## config.mk

```make
export PLATFORM = sky130hd
export DESIGN_NAME = mono_bitmap_pixel_expander_top
export DESIGN_NICKNAME = d
export VERILOG_FILES = /design/src/sv/mbpe_pkg.sv /design/src/sv/mbpe_csr.sv /design/src/sv/mbpe_front.sv /design/src/sv/mbpe_queue.sv /design/src/sv/mbpe_back.sv /design/src/sv/mono_bitmap_pixel_expander_top.sv
export SDC_FILE = /design/constraint.sdc
export NUM_CORES = 1
export LEC_CHECK = 0
export BUFFER_PORTS_ARGS = -buffer_cell sky130_fd_sc_hd__clkbuf_2
export CORE_MARGIN = 10
export CORE_UTILIZATION = 38
export DETAILED_ROUTE_END_ITERATION = 6
export HOLD_SLACK_MARGIN = 0.05
export PLACE_DENSITY = 0.54
export SYNTH_ARGS = -nofsm -noshare
export SYNTH_HDL_FRONTEND = slang
export SYNTH_HIERARCHICAL = 1
export SYNTH_SLANG_ARGS = --single-unit
```

## constraint.sdc

```tcl
create_clock -name clock -period 3.6 [get_ports clock]
set_input_delay 0.18 -clock clock [delete_from_list [all_inputs] [get_ports clock]]
set_output_delay 0.18 -clock clock [all_outputs]
set_load 0.02 [all_outputs]
```

## src/sv/mbpe_pkg.sv

```systemverilog
// Shared types and constants of the monochrome bitmap pixel expander.
package mbpe_pkg;

   localparam int MBPE_MAX_ROW_BYTES = 8;
   localparam int MBPE_MAX_ROWS      = 64;

   localparam int COORD_W = 9;
   localparam int BYTE_W  = 8;

   // reset values of the configuration registers
   localparam logic [7:0] X_LEFT_RST     = 8'd0;
   localparam logic [7:0] Y_TOP_RST      = 8'd0;
   localparam logic [3:0] ROW_BYTES_RST  = 4'd2;
   localparam logic [6:0] ROW_COUNT_RST  = 7'd16;
   localparam logic [7:0] GLYPH_CODE_RST = 8'd0;
   localparam logic [7:0] COLOR_CODE_RST = 8'd0;

   typedef struct packed {
      logic [7:0] x_left;
      logic [7:0] y_top;
      logic [3:0] row_bytes;
      logic [6:0] row_count;
      logic [7:0] glyph_code;
      logic [7:0] color_code;
   } cfg_type;

   // one queued byte: its pixel bits and the screen position of its first pixel
   typedef struct packed {
      logic [BYTE_W-1:0]  bits;
      logic [COORD_W-1:0] base_x;
      logic [COORD_W-1:0] base_y;
   } entry_type;

endpackage

```

## src/sv/mbpe_csr.sv

```systemverilog
// Configuration register file with APB-style access.
module mbpe_csr (
   input  logic                 clock,
   input  logic                 reset,
   input  logic                 csr_psel,
   input  logic                 csr_penable,
   input  logic                 csr_pwrite,
   input  logic [4:0]           csr_paddr,
   input  logic [31:0]          csr_pwdata,
   output logic [31:0]          csr_prdata,
   output logic                 csr_pready,
   output mbpe_pkg::cfg_type    cfg
);
   import mbpe_pkg::*;

   typedef enum logic [2:0] {
      REG_X_LEFT     = 3'd0,
      REG_Y_TOP      = 3'd1,
      REG_ROW_BYTES  = 3'd2,
      REG_ROW_COUNT  = 3'd3,
      REG_GLYPH_CODE = 3'd4,
      REG_COLOR_CODE = 3'd5
   } reg_index_type;

   cfg_type       cfg_ff, cfg_in;
   reg_index_type idx;
   logic          wr_en;

   assign idx        = reg_index_type'(csr_paddr[4:2]);
   assign wr_en      = csr_psel & csr_penable & csr_pwrite;
   assign csr_pready = 1'b1;
   assign cfg        = cfg_ff;

   always_comb begin
      cfg_in = cfg_ff;
      if (wr_en) begin
         unique case (idx)
            REG_X_LEFT:     cfg_in.x_left     = csr_pwdata[7:0];
            REG_Y_TOP:      cfg_in.y_top      = csr_pwdata[7:0];
            REG_ROW_BYTES:  cfg_in.row_bytes  = csr_pwdata[3:0];
            REG_ROW_COUNT:  cfg_in.row_count  = csr_pwdata[6:0];
            REG_GLYPH_CODE: cfg_in.glyph_code = csr_pwdata[7:0];
            REG_COLOR_CODE: cfg_in.color_code = csr_pwdata[7:0];
            default:        cfg_in = cfg_ff;
         endcase
      end
   end

   always_comb begin
      unique case (idx)
         REG_X_LEFT:     csr_prdata = 32'(cfg_ff.x_left);
         REG_Y_TOP:      csr_prdata = 32'(cfg_ff.y_top);
         REG_ROW_BYTES:  csr_prdata = 32'(cfg_ff.row_bytes);
         REG_ROW_COUNT:  csr_prdata = 32'(cfg_ff.row_count);
         REG_GLYPH_CODE: csr_prdata = 32'(cfg_ff.glyph_code);
         REG_COLOR_CODE: csr_prdata = 32'(cfg_ff.color_code);
         default:        csr_prdata = 32'd0;
      endcase
   end

   always_ff @(posedge clock) begin
      if (reset) begin
         cfg_ff.x_left     <= X_LEFT_RST;
         cfg_ff.y_top      <= Y_TOP_RST;
         cfg_ff.row_bytes  <= ROW_BYTES_RST;
         cfg_ff.row_count  <= ROW_COUNT_RST;
         cfg_ff.glyph_code <= GLYPH_CODE_RST;
         cfg_ff.color_code <= COLOR_CODE_RST;
      end else begin
         cfg_ff <= cfg_in;
      end
   end

endmodule

```

## src/sv/mbpe_front.sv

```systemverilog
// Front end: accepts bytes, tracks column/row position, queues nonzero bytes.
module mbpe_front #(
   parameter int MAX_ROW_BYTES = mbpe_pkg::MBPE_MAX_ROW_BYTES,
   parameter int MAX_ROWS      = mbpe_pkg::MBPE_MAX_ROWS
) (
   input  logic                 clock,
   input  logic                 reset,
   input  mbpe_pkg::cfg_type    cfg,
   input  logic                 req_tvalid,
   output logic                 req_tready,
   input  logic [7:0]           req_tdata,
   input  logic                 req_tuser,
   output logic                 q_push,
   output mbpe_pkg::entry_type  q_entry,
   input  logic                 q_full
);
   import mbpe_pkg::*;

   localparam int CW  = (MAX_ROW_BYTES > 1) ? $clog2(MAX_ROW_BYTES) : 1;
   localparam int RW  = (MAX_ROWS > 1) ? $clog2(MAX_ROWS) : 1;
   localparam int NBW = $clog2(MAX_ROW_BYTES + 1);
   localparam int NRW = $clog2(MAX_ROWS + 1);

   logic [CW-1:0]  col_ff, col_in, col_cur;
   logic [RW-1:0]  row_ff, row_in, row_cur;
   logic [CW:0]    col_next;
   logic [RW:0]    row_next;
   logic [NBW-1:0] nb;
   logic [NRW-1:0] nr;
   logic           accept;

   assign req_tready = ~q_full;
   assign accept     = req_tvalid & req_tready;

   // effective limits: zero counts as one, oversize saturates
   always_comb begin
      if (cfg.row_bytes == 4'd0)                     nb = NBW'(1);
      else if (32'(cfg.row_bytes) > MAX_ROW_BYTES)   nb = NBW'(MAX_ROW_BYTES);
      else                                           nb = NBW'(cfg.row_bytes);
      if (cfg.row_count == 7'd0)                     nr = NRW'(1);
      else if (32'(cfg.row_count) > MAX_ROWS)        nr = NRW'(MAX_ROWS);
      else                                           nr = NRW'(cfg.row_count);
   end

   assign col_cur  = req_tuser ? '0 : col_ff;
   assign row_cur  = req_tuser ? '0 : row_ff;
   assign col_next = (CW+1)'(col_cur) + (CW+1)'(1);
   assign row_next = (RW+1)'(row_cur) + (RW+1)'(1);

   always_comb begin
      col_in = col_ff;
      row_in = row_ff;
      if (accept) begin
         if (col_next >= (CW+1)'(nb)) begin
            col_in = '0;
            row_in = (row_next >= (RW+1)'(nr)) ? '0 : row_next[RW-1:0];
         end else begin
            col_in = col_next[CW-1:0];
            row_in = row_cur;
         end
      end
   end

   assign q_push         = accept & (req_tdata != 8'd0);
   assign q_entry.bits   = req_tdata;
   // double-width cells: 16 screen columns per bitmap byte
   assign q_entry.base_x = COORD_W'(cfg.x_left) + (COORD_W'(col_cur) << 4);
   assign q_entry.base_y = COORD_W'(cfg.y_top) + COORD_W'(row_cur);

   always_ff @(posedge clock) begin
      if (reset) begin
         col_ff <= '0;
         row_ff <= '0;
      end else begin
         col_ff <= col_in;
         row_ff <= row_in;
      end
   end

endmodule

```

## src/sv/mbpe_queue.sv

```systemverilog
// Short FIFO of classified bytes between front and back.
module mbpe_queue (
   input  logic                 clock,
   input  logic                 reset,
   input  logic                 push,
   input  mbpe_pkg::entry_type  push_entry,
   input  logic                 pop,
   output mbpe_pkg::entry_type  head,
   output logic                 full,
   output logic                 empty
);
   import mbpe_pkg::*;

   localparam int DEPTH = 4;
   localparam int PW    = $clog2(DEPTH);

   entry_type     slot_ff [DEPTH];
   logic [PW-1:0] wr_ff, wr_in, rd_ff, rd_in;
   logic [PW:0]   cnt_ff, cnt_in;

   assign full  = (cnt_ff == (PW+1)'(DEPTH));
   assign empty = (cnt_ff == '0);
   assign head  = slot_ff[rd_ff];

   always_comb begin
      wr_in  = push ? wr_ff + PW'(1) : wr_ff;
      rd_in  = pop ? rd_ff + PW'(1) : rd_ff;
      cnt_in = cnt_ff;
      if (push && !pop)      cnt_in = cnt_ff + (PW+1)'(1);
      else if (!push && pop) cnt_in = cnt_ff - (PW+1)'(1);
   end

   always_ff @(posedge clock) begin
      if (push) begin
         slot_ff[wr_ff] <= push_entry;
      end
   end

   always_ff @(posedge clock) begin
      if (reset) begin
         wr_ff  <= '0;
         rd_ff  <= '0;
         cnt_ff <= '0;
      end else begin
         wr_ff  <= wr_in;
         rd_ff  <= rd_in;
         cnt_ff <= cnt_in;
      end
   end

endmodule

```

## src/sv/mbpe_back.sv

```systemverilog
// Back end: scans the head byte MSB first, one pixel write per cycle while the output register is free.
module mbpe_back (
   input  logic                 clock,
   input  logic                 reset,
   input  mbpe_pkg::cfg_type    cfg,
   input  mbpe_pkg::entry_type  q_head,
   input  logic                 q_empty,
   output logic                 q_pop,
   output logic                 rsp_tvalid,
   input  logic                 rsp_tready,
   output logic [39:0]          rsp_tdata,
   output logic                 rsp_tlast
);
   import mbpe_pkg::*;

   logic [BYTE_W-1:0]  done_ff, done_in;
   logic [BYTE_W-1:0]  rem, pick, rem_after;
   logic [2:0]         pos;
   logic               found, out_free, fire, last;
   logic               vld_ff, vld_in;
   logic [COORD_W-1:0] x_ff, y_ff;
   logic [7:0]         glyph_ff, color_ff;
   logic               last_ff;

   // bits of the head byte not yet emitted
   assign rem = q_head.bits & ~done_ff;

   always_comb begin
      pos   = 3'd0;
      found = 1'b0;
      for (int i = 0; i < BYTE_W; i++) begin
         if (!found && rem[BYTE_W-1-i]) begin
            pos   = 3'(i);
            found = 1'b1;
         end
      end
   end

   assign pick      = 8'h80 >> pos;
   assign rem_after = rem & ~pick;
   assign last      = (rem_after == '0);
   assign out_free  = ~vld_ff | rsp_tready;
   assign fire      = ~q_empty & out_free;
   assign q_pop     = fire & last;

   always_comb begin
      done_in = done_ff;
      if (fire) done_in = last ? '0 : (done_ff | pick);
      vld_in = vld_ff;
      if (fire)            vld_in = 1'b1;
      else if (rsp_tready) vld_in = 1'b0;
   end

   always_ff @(posedge clock) begin
      if (reset) begin
         done_ff <= '0;
         vld_ff  <= 1'b0;
      end else begin
         done_ff <= done_in;
         vld_ff  <= vld_in;
      end
   end

   always_ff @(posedge clock) begin
      if (fire) begin
         x_ff     <= q_head.base_x + COORD_W'({pos, 1'b0});
         y_ff     <= q_head.base_y;
         glyph_ff <= cfg.glyph_code;
         color_ff <= cfg.color_code;
         last_ff  <= last;
      end
   end

   assign rsp_tvalid = vld_ff;
   assign rsp_tdata  = {6'd0, color_ff, glyph_ff, y_ff, x_ff};
   assign rsp_tlast  = last_ff;

endmodule

```

## src/sv/mono_bitmap_pixel_expander_top.sv

```systemverilog
// Top level of the monochrome bitmap pixel expander.
// Expands a 1-bit-per-pixel glyph bitmap, fed one byte per item in row-major
// order, into pixel writes: one result item per set bit, leftmost (bit 7)
// first, with x = x_left + 2 * (8 * column + bit), y = y_top + row, and the
// configured glyph and color codes; tlast marks the last pixel of a byte and a
// byte with no set bits produces nothing. Column and row counters advance per
// byte and wrap at the configured (clamped) row_bytes / row_count; tuser set
// on an input item restarts them at row 0, column 0. The result side emits
// one pixel per cycle while the receiver is ready, so a byte with k set
// bits gives k pixels (1 to 8) and an empty byte none; the input takes one
// item per cycle while the 4-entry byte queue between the front end and the
// pixel scanner has room. Bytes are registered in the queue, pixels in the
// output register. Configuration registers should only be changed while idle.
module mono_bitmap_pixel_expander_top #(
   parameter int MAX_ROW_BYTES = mbpe_pkg::MBPE_MAX_ROW_BYTES,
   parameter int MAX_ROWS      = mbpe_pkg::MBPE_MAX_ROWS
) (
   input  logic        clock,
   input  logic        reset,
   // input stream
   input  logic        req_tvalid,
   output logic        req_tready,
   input  logic [7:0]  req_tdata,   // [7:0] bitmap_byte
   input  logic        req_tuser,   // [0] start_glyph
   // result stream
   output logic        rsp_tvalid,
   input  logic        rsp_tready,
   output logic [39:0] rsp_tdata,   // [8:0] pix_x, [17:9] pix_y, [25:18] pix_glyph,
                                    // [33:26] pix_color, [39:34] zero
   output logic        rsp_tlast,   // last_of_byte
   // configuration
   input  logic        csr_psel,
   input  logic        csr_penable,
   input  logic        csr_pwrite,
   input  logic [4:0]  csr_paddr,
   input  logic [31:0] csr_pwdata,
   output logic [31:0] csr_prdata,
   output logic        csr_pready
);
   import mbpe_pkg::*;

   cfg_type   cfg;
   entry_type q_entry, q_head;
   logic      q_push, q_pop, q_full, q_empty;

   mbpe_csr u_csr (
      .clock       (clock),
      .reset       (reset),
      .csr_psel    (csr_psel),
      .csr_penable (csr_penable),
      .csr_pwrite  (csr_pwrite),
      .csr_paddr   (csr_paddr),
      .csr_pwdata  (csr_pwdata),
      .csr_prdata  (csr_prdata),
      .csr_pready  (csr_pready),
      .cfg         (cfg)
   );

   // position tracking and classification
   mbpe_front #(
      .MAX_ROW_BYTES (MAX_ROW_BYTES),
      .MAX_ROWS      (MAX_ROWS)
   ) u_front (
      .clock      (clock),
      .reset      (reset),
      .cfg        (cfg),
      .req_tvalid (req_tvalid),
      .req_tready (req_tready),
      .req_tdata  (req_tdata),
      .req_tuser  (req_tuser),
      .q_push     (q_push),
      .q_entry    (q_entry),
      .q_full     (q_full)
   );

   mbpe_queue u_queue (
      .clock      (clock),
      .reset      (reset),
      .push       (q_push),
      .push_entry (q_entry),
      .pop        (q_pop),
      .head       (q_head),
      .full       (q_full),
      .empty      (q_empty)
   );

   // per-bit scan into the output register
   mbpe_back u_back (
      .clock      (clock),
      .reset      (reset),
      .cfg        (cfg),
      .q_head     (q_head),
      .q_empty    (q_empty),
      .q_pop      (q_pop),
      .rsp_tvalid (rsp_tvalid),
      .rsp_tready (rsp_tready),
      .rsp_tdata  (rsp_tdata),
      .rsp_tlast  (rsp_tlast)
   );

   // only bytes with set bits enter the queue, and only when it has room
   a_push_ok: assert property (@(posedge clock) disable iff (reset)
      q_push |-> (q_entry.bits != 8'd0) && !q_full)
      else $error("queue push of empty byte or into full queue");

   // retiring a byte always leaves its final pixel, flagged, in the output register
   a_pop_last: assert property (@(posedge clock) disable iff (reset)
      q_pop |-> !q_empty ##1 (rsp_tvalid && rsp_tlast))
      else $error("byte retired without a flagged final pixel");

   // a start byte is placed at the bitmap origin
   a_start_origin: assert property (@(posedge clock) disable iff (reset)
      (req_tvalid && req_tready && req_tuser && req_tdata != 8'd0) |->
         (q_push && q_entry.base_x == COORD_W'(cfg.x_left)
                 && q_entry.base_y == COORD_W'(cfg.y_top)))
      else $error("start byte not placed at origin");

endmodule

```

## Word-level counts from Yosys, hierarchy flattened

Memories as Yosys holds them, arrays and structs flattened. A register that Yosys moved wholly into a read port is not among the register bits.
Cells that the tools add are included.
Widths: inputs -> output; s select.

| operators by class | value |
|---|---|
| div/mod/pow operators | 0 |
| mux-type cells | 33 |
| equal/unequal tests | 6 |
| bitwise logic cells | 15 |
| magnitude comparators | 4 |
| reduce and logical (&&, ||, !) cells | 32 |
| multipliers | 0 |
| $add $sub $neg | 9 |
| shift operators | 1 |

Operators by type and width:

| kind | number |
|---|---|
| $pmux 8 s6 | 1 |
| $mux 3 | 8 |
| $mux 6 | 3 |
| $and 8x8->8 | 2 |
| $not 8->8 | 2 |
| $mux 7 | 2 |
| $mux 1 | 12 |
| $reduce_and 2->1 | 6 |
| $add 8x6->9 | 1 |
| $add 8x7->9 | 1 |
| $add 9x4->9 | 1 |
| $eq 3x3->1 const B | 3 |
| $logic_and 1x1->1 | 9 |
| $logic_not 1->1 | 9 |
| $logic_not 8->1 | 1 |
| $mux 2 | 4 |
| $mux 4 | 2 |
| $mux 8 | 1 |
| $or 8x8->8 | 1 |
| $reduce_bool 8->1 | 1 |
| $shr 8x3->8 const A | 1 |
| $add 6x1->7 const B | 1 |
| $ge 7x7->1 | 1 |
| $gt 7x7->1 const B | 1 |
| other kinds (15) | 26 |

| word-level totals | value |
|---|---|
| bits in latches | 0 |
| bits of input ports | 53 |
| memory bits (writable) | 104 |
| bits in read-only memories | 0 |
| memories kept | 1 |
| register bits after elaboration | 103 |
| output and inout bits | 76 |
| logic and storage cells | 119 |

Memory list:

| memory | words | bits a word | rd ports | clocked after memory_dff | write ports | RTL line | source |
|---|---|---|---|---|---|---|---|
| u_queue.slot_ff | 4 | 26 | 1 | 1 | 1 | mbpe_queue.sv:17 | `entry_type slot_ff [DEPTH];` |

## Logic depth before layout (Yosys ltp)

| depth | value |
|---|---|
| depth in word-level cells | 32 |
| depth in mapped cells | 16 |
| gate-level depth less buffers | 14 |

## Cells and area by module

Netlist, hierarchy kept.

By module, submodules not included:

| module | cells each | area an instance (um^2) | instances | sequential area each (um^2) |
|---|---|---|---|---|
| mbpe_queue | 180 | 4226.6 | 1 | 3303.2 |
| mbpe_csr | 258 | 2337.2 | 1 | 860.8 |
| mbpe_back | 128 | 1785.5 | 1 | 1231.2 |
| mbpe_front | 194 | 1446.4 | 1 | 180.2 |

## Least setup slack after synthesis

OpenSTA, ideal clock, no wires.

| path | value |
|---|---|
| path kind | flip-flop to flip-flop |
| from | register with a tool-made name |
| to | register u_queue.cnt_ff[2] |
| library setup time | 0.070 ns |
| setup slack | 0.509 ns |
| data required time | 3.530 ns |
| arrival time | 3.021 ns |
| stages on the path, launching flop included | 17 |
| buffers on the path | 2 |
| path through | dfxtp_1 buf_6 buf_12 mux4_2 nand2b_2 o21ai_1 maj3_2 a2bb2oi_2 a21oi_1 and2_1 inv_1 ha_1 inv_1 fa_1 xor2_1 or3_1 a21oi_1 |

RTL lines:

| what | RTL line | source |
|---|---|---|
| end signal: assignment | mbpe_queue.sv:47 | `cnt_ff <= cnt_in;` |
| end: declaration | mbpe_queue.sv:19 | `logic [PW:0] cnt_ff, cnt_in;` |

==> flow_summary.json <==
{
  "pre_cts_ws_ps": 158,
  "num_rows": 58,
  "finalHoldViolations": 0,
  "routedWlPerCell_um": 17.8,
  "tightest_slew_ps": 856,
  "start_util_pct": 38.8,
  "gp_congestion": 0.786,
  "io_buffers": 71,
  "grt_max_degree": 40,
  "finalSetupTns_ps": 0,
  "worstSetupEndpointType": "register",
  "status": "finished, final reports clean",
  "worstPathArrival_ps": 3760,
  "fin_skew_ps": 21.6,
  "ys.flop_type": "edfxtp_1",
  "area_growth_pct": 13.8,
  "required_ps": 4030,
  "worstHoldPathCells": 4,
  "grt_pass1_vias": 6137,
  "dp_hpwl_mm": 14.9,
  "grt-ovfl-total": 0,
  "antenna_found_initial": 0,
  "reg2reg_slack_ps": 270,
  "p_leak_nw": 4.23,
  "final_antenna_net_count": 0,
  "cpPeakStageDelay_ps": 600,
  "drc": 0,
  "worst_setup_path_start_kind": "register",
  "clk_pin_slew_worst_paths_ps": 60,
  "die-width_um": 181,
  "whs_endpoint": "u_front/col_ff[1]",
  "track_usage_pct": 12.6,
  "synth-edff-count": 139,
  "crit_fanout": 10,
  "synth_seq_area_share_pct": 56.9,
  "viasPerCell": 4.97,
  "worstHoldStart": "req_tvalid",
  "max_freq_mhz": 300,
  "powerDensity_mw_per_mm2": 632,
  "slowest_stage": "dfxtp_1",
  "reg2reg_to": "u_queue/cnt_ff[2]",
  "yosysUniqueCellTypes": 73,
  "dieArea_sq_mm": 0.0326,
  "slew_viol_final": 0,
  "hold_ws_ps": 151,
  "critPathKind": "register to register",
  "synth_cells": 760,
  "yosysTopAreaCell": "edfxtp_1",
  "wl_mm": 21.2,
  "peakVddDrop_mv": 0.352,
  "fp.dieH_um": 181,
  "worstSkewPairLatency_ps": 510,
  "synth_top_area_share_pct": 42.6,
  "worst_slack_ps": 266,
  "num_vias": 5910,
  "cts_buffers": 23,
  "finalSetupViolCount": 0,
  "n_antenna_cell": 0,
  "crit_top_cell": "inv_1",
  "relSlewSlack_pct": 42.9,
  "cts-root-buf": "clkbuf_16",
  "clkSinkCount": 209,
  "drt_pre_antenna_iters": 5,
  "cts_tree": "yes",
  "rsz0062_at_grt": "false",
  "period_needed_ps": 3330,
  "drive_gt1_share_pct": 18.5,
  "grt_pass1_wl_mm": 33.9,
  "ys_ff_latch": 209,
  "ys_top_cells_by_area": "edfxtp_1 43%, dfxtp_1 14%, mux4_2 5.1%, ha_1 3.8%, buf_4 3.4%",
  "fill_cells": 2323,
  "drt_iter0_markers": 270,
  "hold_class": "input pin to register",
  "post_cts_buffers": 0,
  "ys_warn_count": 6,
  "rr_worst_depth": 14,
  "worstPathCellList": "mux4_2, nand2b_2, o21ai_1, maj3_2, a2bb2oi_2, a21oi_2, and2_1, inv_1, ha_1, inv_1, fa_1, xor2_1, or3_1, a21oi_1",
  "async_flop_share_pct": 0,
  "fin_crit_sh_pct": 92.6,
  "ctsHtreeMaxLevel": 1,
  "cap_violations": 0,
  "cts_buffer_depth": 3,
  "postSynthAreaPerCell_sq_um": 12.9,
  "core_region_area_sq_mm": 0.0253,
  "ioPinCount": 129,
  "synthesis.area_sq_mm": 0.00980,
  "nets": 931
}
[sequential cells by signal (all words and copies together) (netlist names), 3 cells and up, named ones only]
register and flops:
u_front/col_ff 3, u_back/x_ff 9, u_back/done_ff 8, u_queue/cnt_ff 3
u_back/glyph_ff 8, u_back/y_ff 9, u_queue/slot_ff 104, u_front/row_ff 6
u_back/color_ff 8, u_csr/cfg 43
[logic make-up after synthesis]
group	count (synthesis)	share of synthesized area, %
buffers and inverters	95	6.09
xor gates and xnor gates	21	1.88
and+or+nand+nor	206	11.7
other	3	0.115
adders and majority gates	35	4.76
AOI/OAI and AO/OA	127	8.19
DFF	209	56.9
muxes	64	10.4
[stage by stage]
step	std cells	power [mW]	cell area, sq um	util [%]
6_report	1188	7.04	11100	44.1
5_1_grt	1188	7.41	11100	44.1
4_1_cts	1188	7.15	11100	44.1
3_5_place_dp	1132	4.96	10300	40.7
3_3_place_gp	1132	4.94	10300	40.7
2_1_floorplan	788	4.43	9900	-
[where the power goes]
part,internal (mW),switching [mW],total (mW)
sequential,3.10,0.133,3.24
clock,1.24,0.919,2.16
combinational,0.552,1.10,1.65
total,4.90,2.15,7.04
[repair_timing]
| action | CTS | global route |
|---|---|---|
| setup endpoints to repair | 0 | 2 |
| hold buffers | 17 | 0 |
| gates resized for setup | 0 | 2 |
| endpoints found under the hold margin | 43 | 0 |
[routing by layer]
layer / track usage (%) / up-vias / share of wire [%]
met2: 20.6 / 146 / 47
li1: - / 2879 / -
met1: 16.6 / 2864 / 46
met4: 2.72 / 0 / 1.3
met5: 0 / - / 0
met3: 3.21 / 21 / 6.2
[worst max-delay path: cells and delay by family (launching register included)]
family,cells,cell delay (ps)
flip-flops,1,600
buffers and inverters,2,120
XOR/XNOR,1,180
adder cells (fa/ha/maj),3,760
AO/OA/AOI/OAI,4,630
multiplexers,1,330
AND/OR/NAND/NOR,3,610
[layout by cell type (no fill, tap or decap), types with 22 or more instances in the layout]
master,instances
edfxtp_1,139
clkbuf_2,71
dfxtp_1,69
nor2_1,43
nand2b_1,41
mux2i_1,33
a21oi_1,32
conb_1,31
nand2_1,30
ha_1,30
o21ai_0,29
nor2b_1,28
clkbuf_16,24
inv_1,23
mux4_2,22
[cell usage after synthesis, drive strengths merged, types with 23 or more instances]
cell type / instances
a21oi: 34
buf: 59
dfxtp: 70
edfxtp: 139
ha: 30
inv: 23
mux2i: 33
mux4: 28
nand2: 31
nand2b: 44
nor2: 44
nor2b: 28
o21ai: 49
[layout make-up]
cell class                      count  area (sq um)  area share [%]
Clock inverter                      7          42.5           0.382
Timing Repair Buffer              103           651            5.84
Clock buffer                       32           641            5.75
Multi-Input combinational cell    484          3730            33.5
Inverter                           23          86.3           0.775
Sequential cell                   209          5580            50.1
Tap cell                          330           413            3.70
[how the worst max path moves through the flow]
stage / end / slack, ps / depth (start not counted)
floorplan: u_queue/cnt_ff[2] / 510 / 16
global placement: u_queue/cnt_ff[2] / 210 / 15
detailed placement: u_queue/cnt_ff[2] / 160 / 15
CTS: u_queue/cnt_ff[2] / 130 / 15
global route: u_queue/cnt_ff[2] / 30 / 14
finish: u_queue/cnt_ff[2] / 270 / 14
No activity file was read; power rests on OpenSTA's default activity.
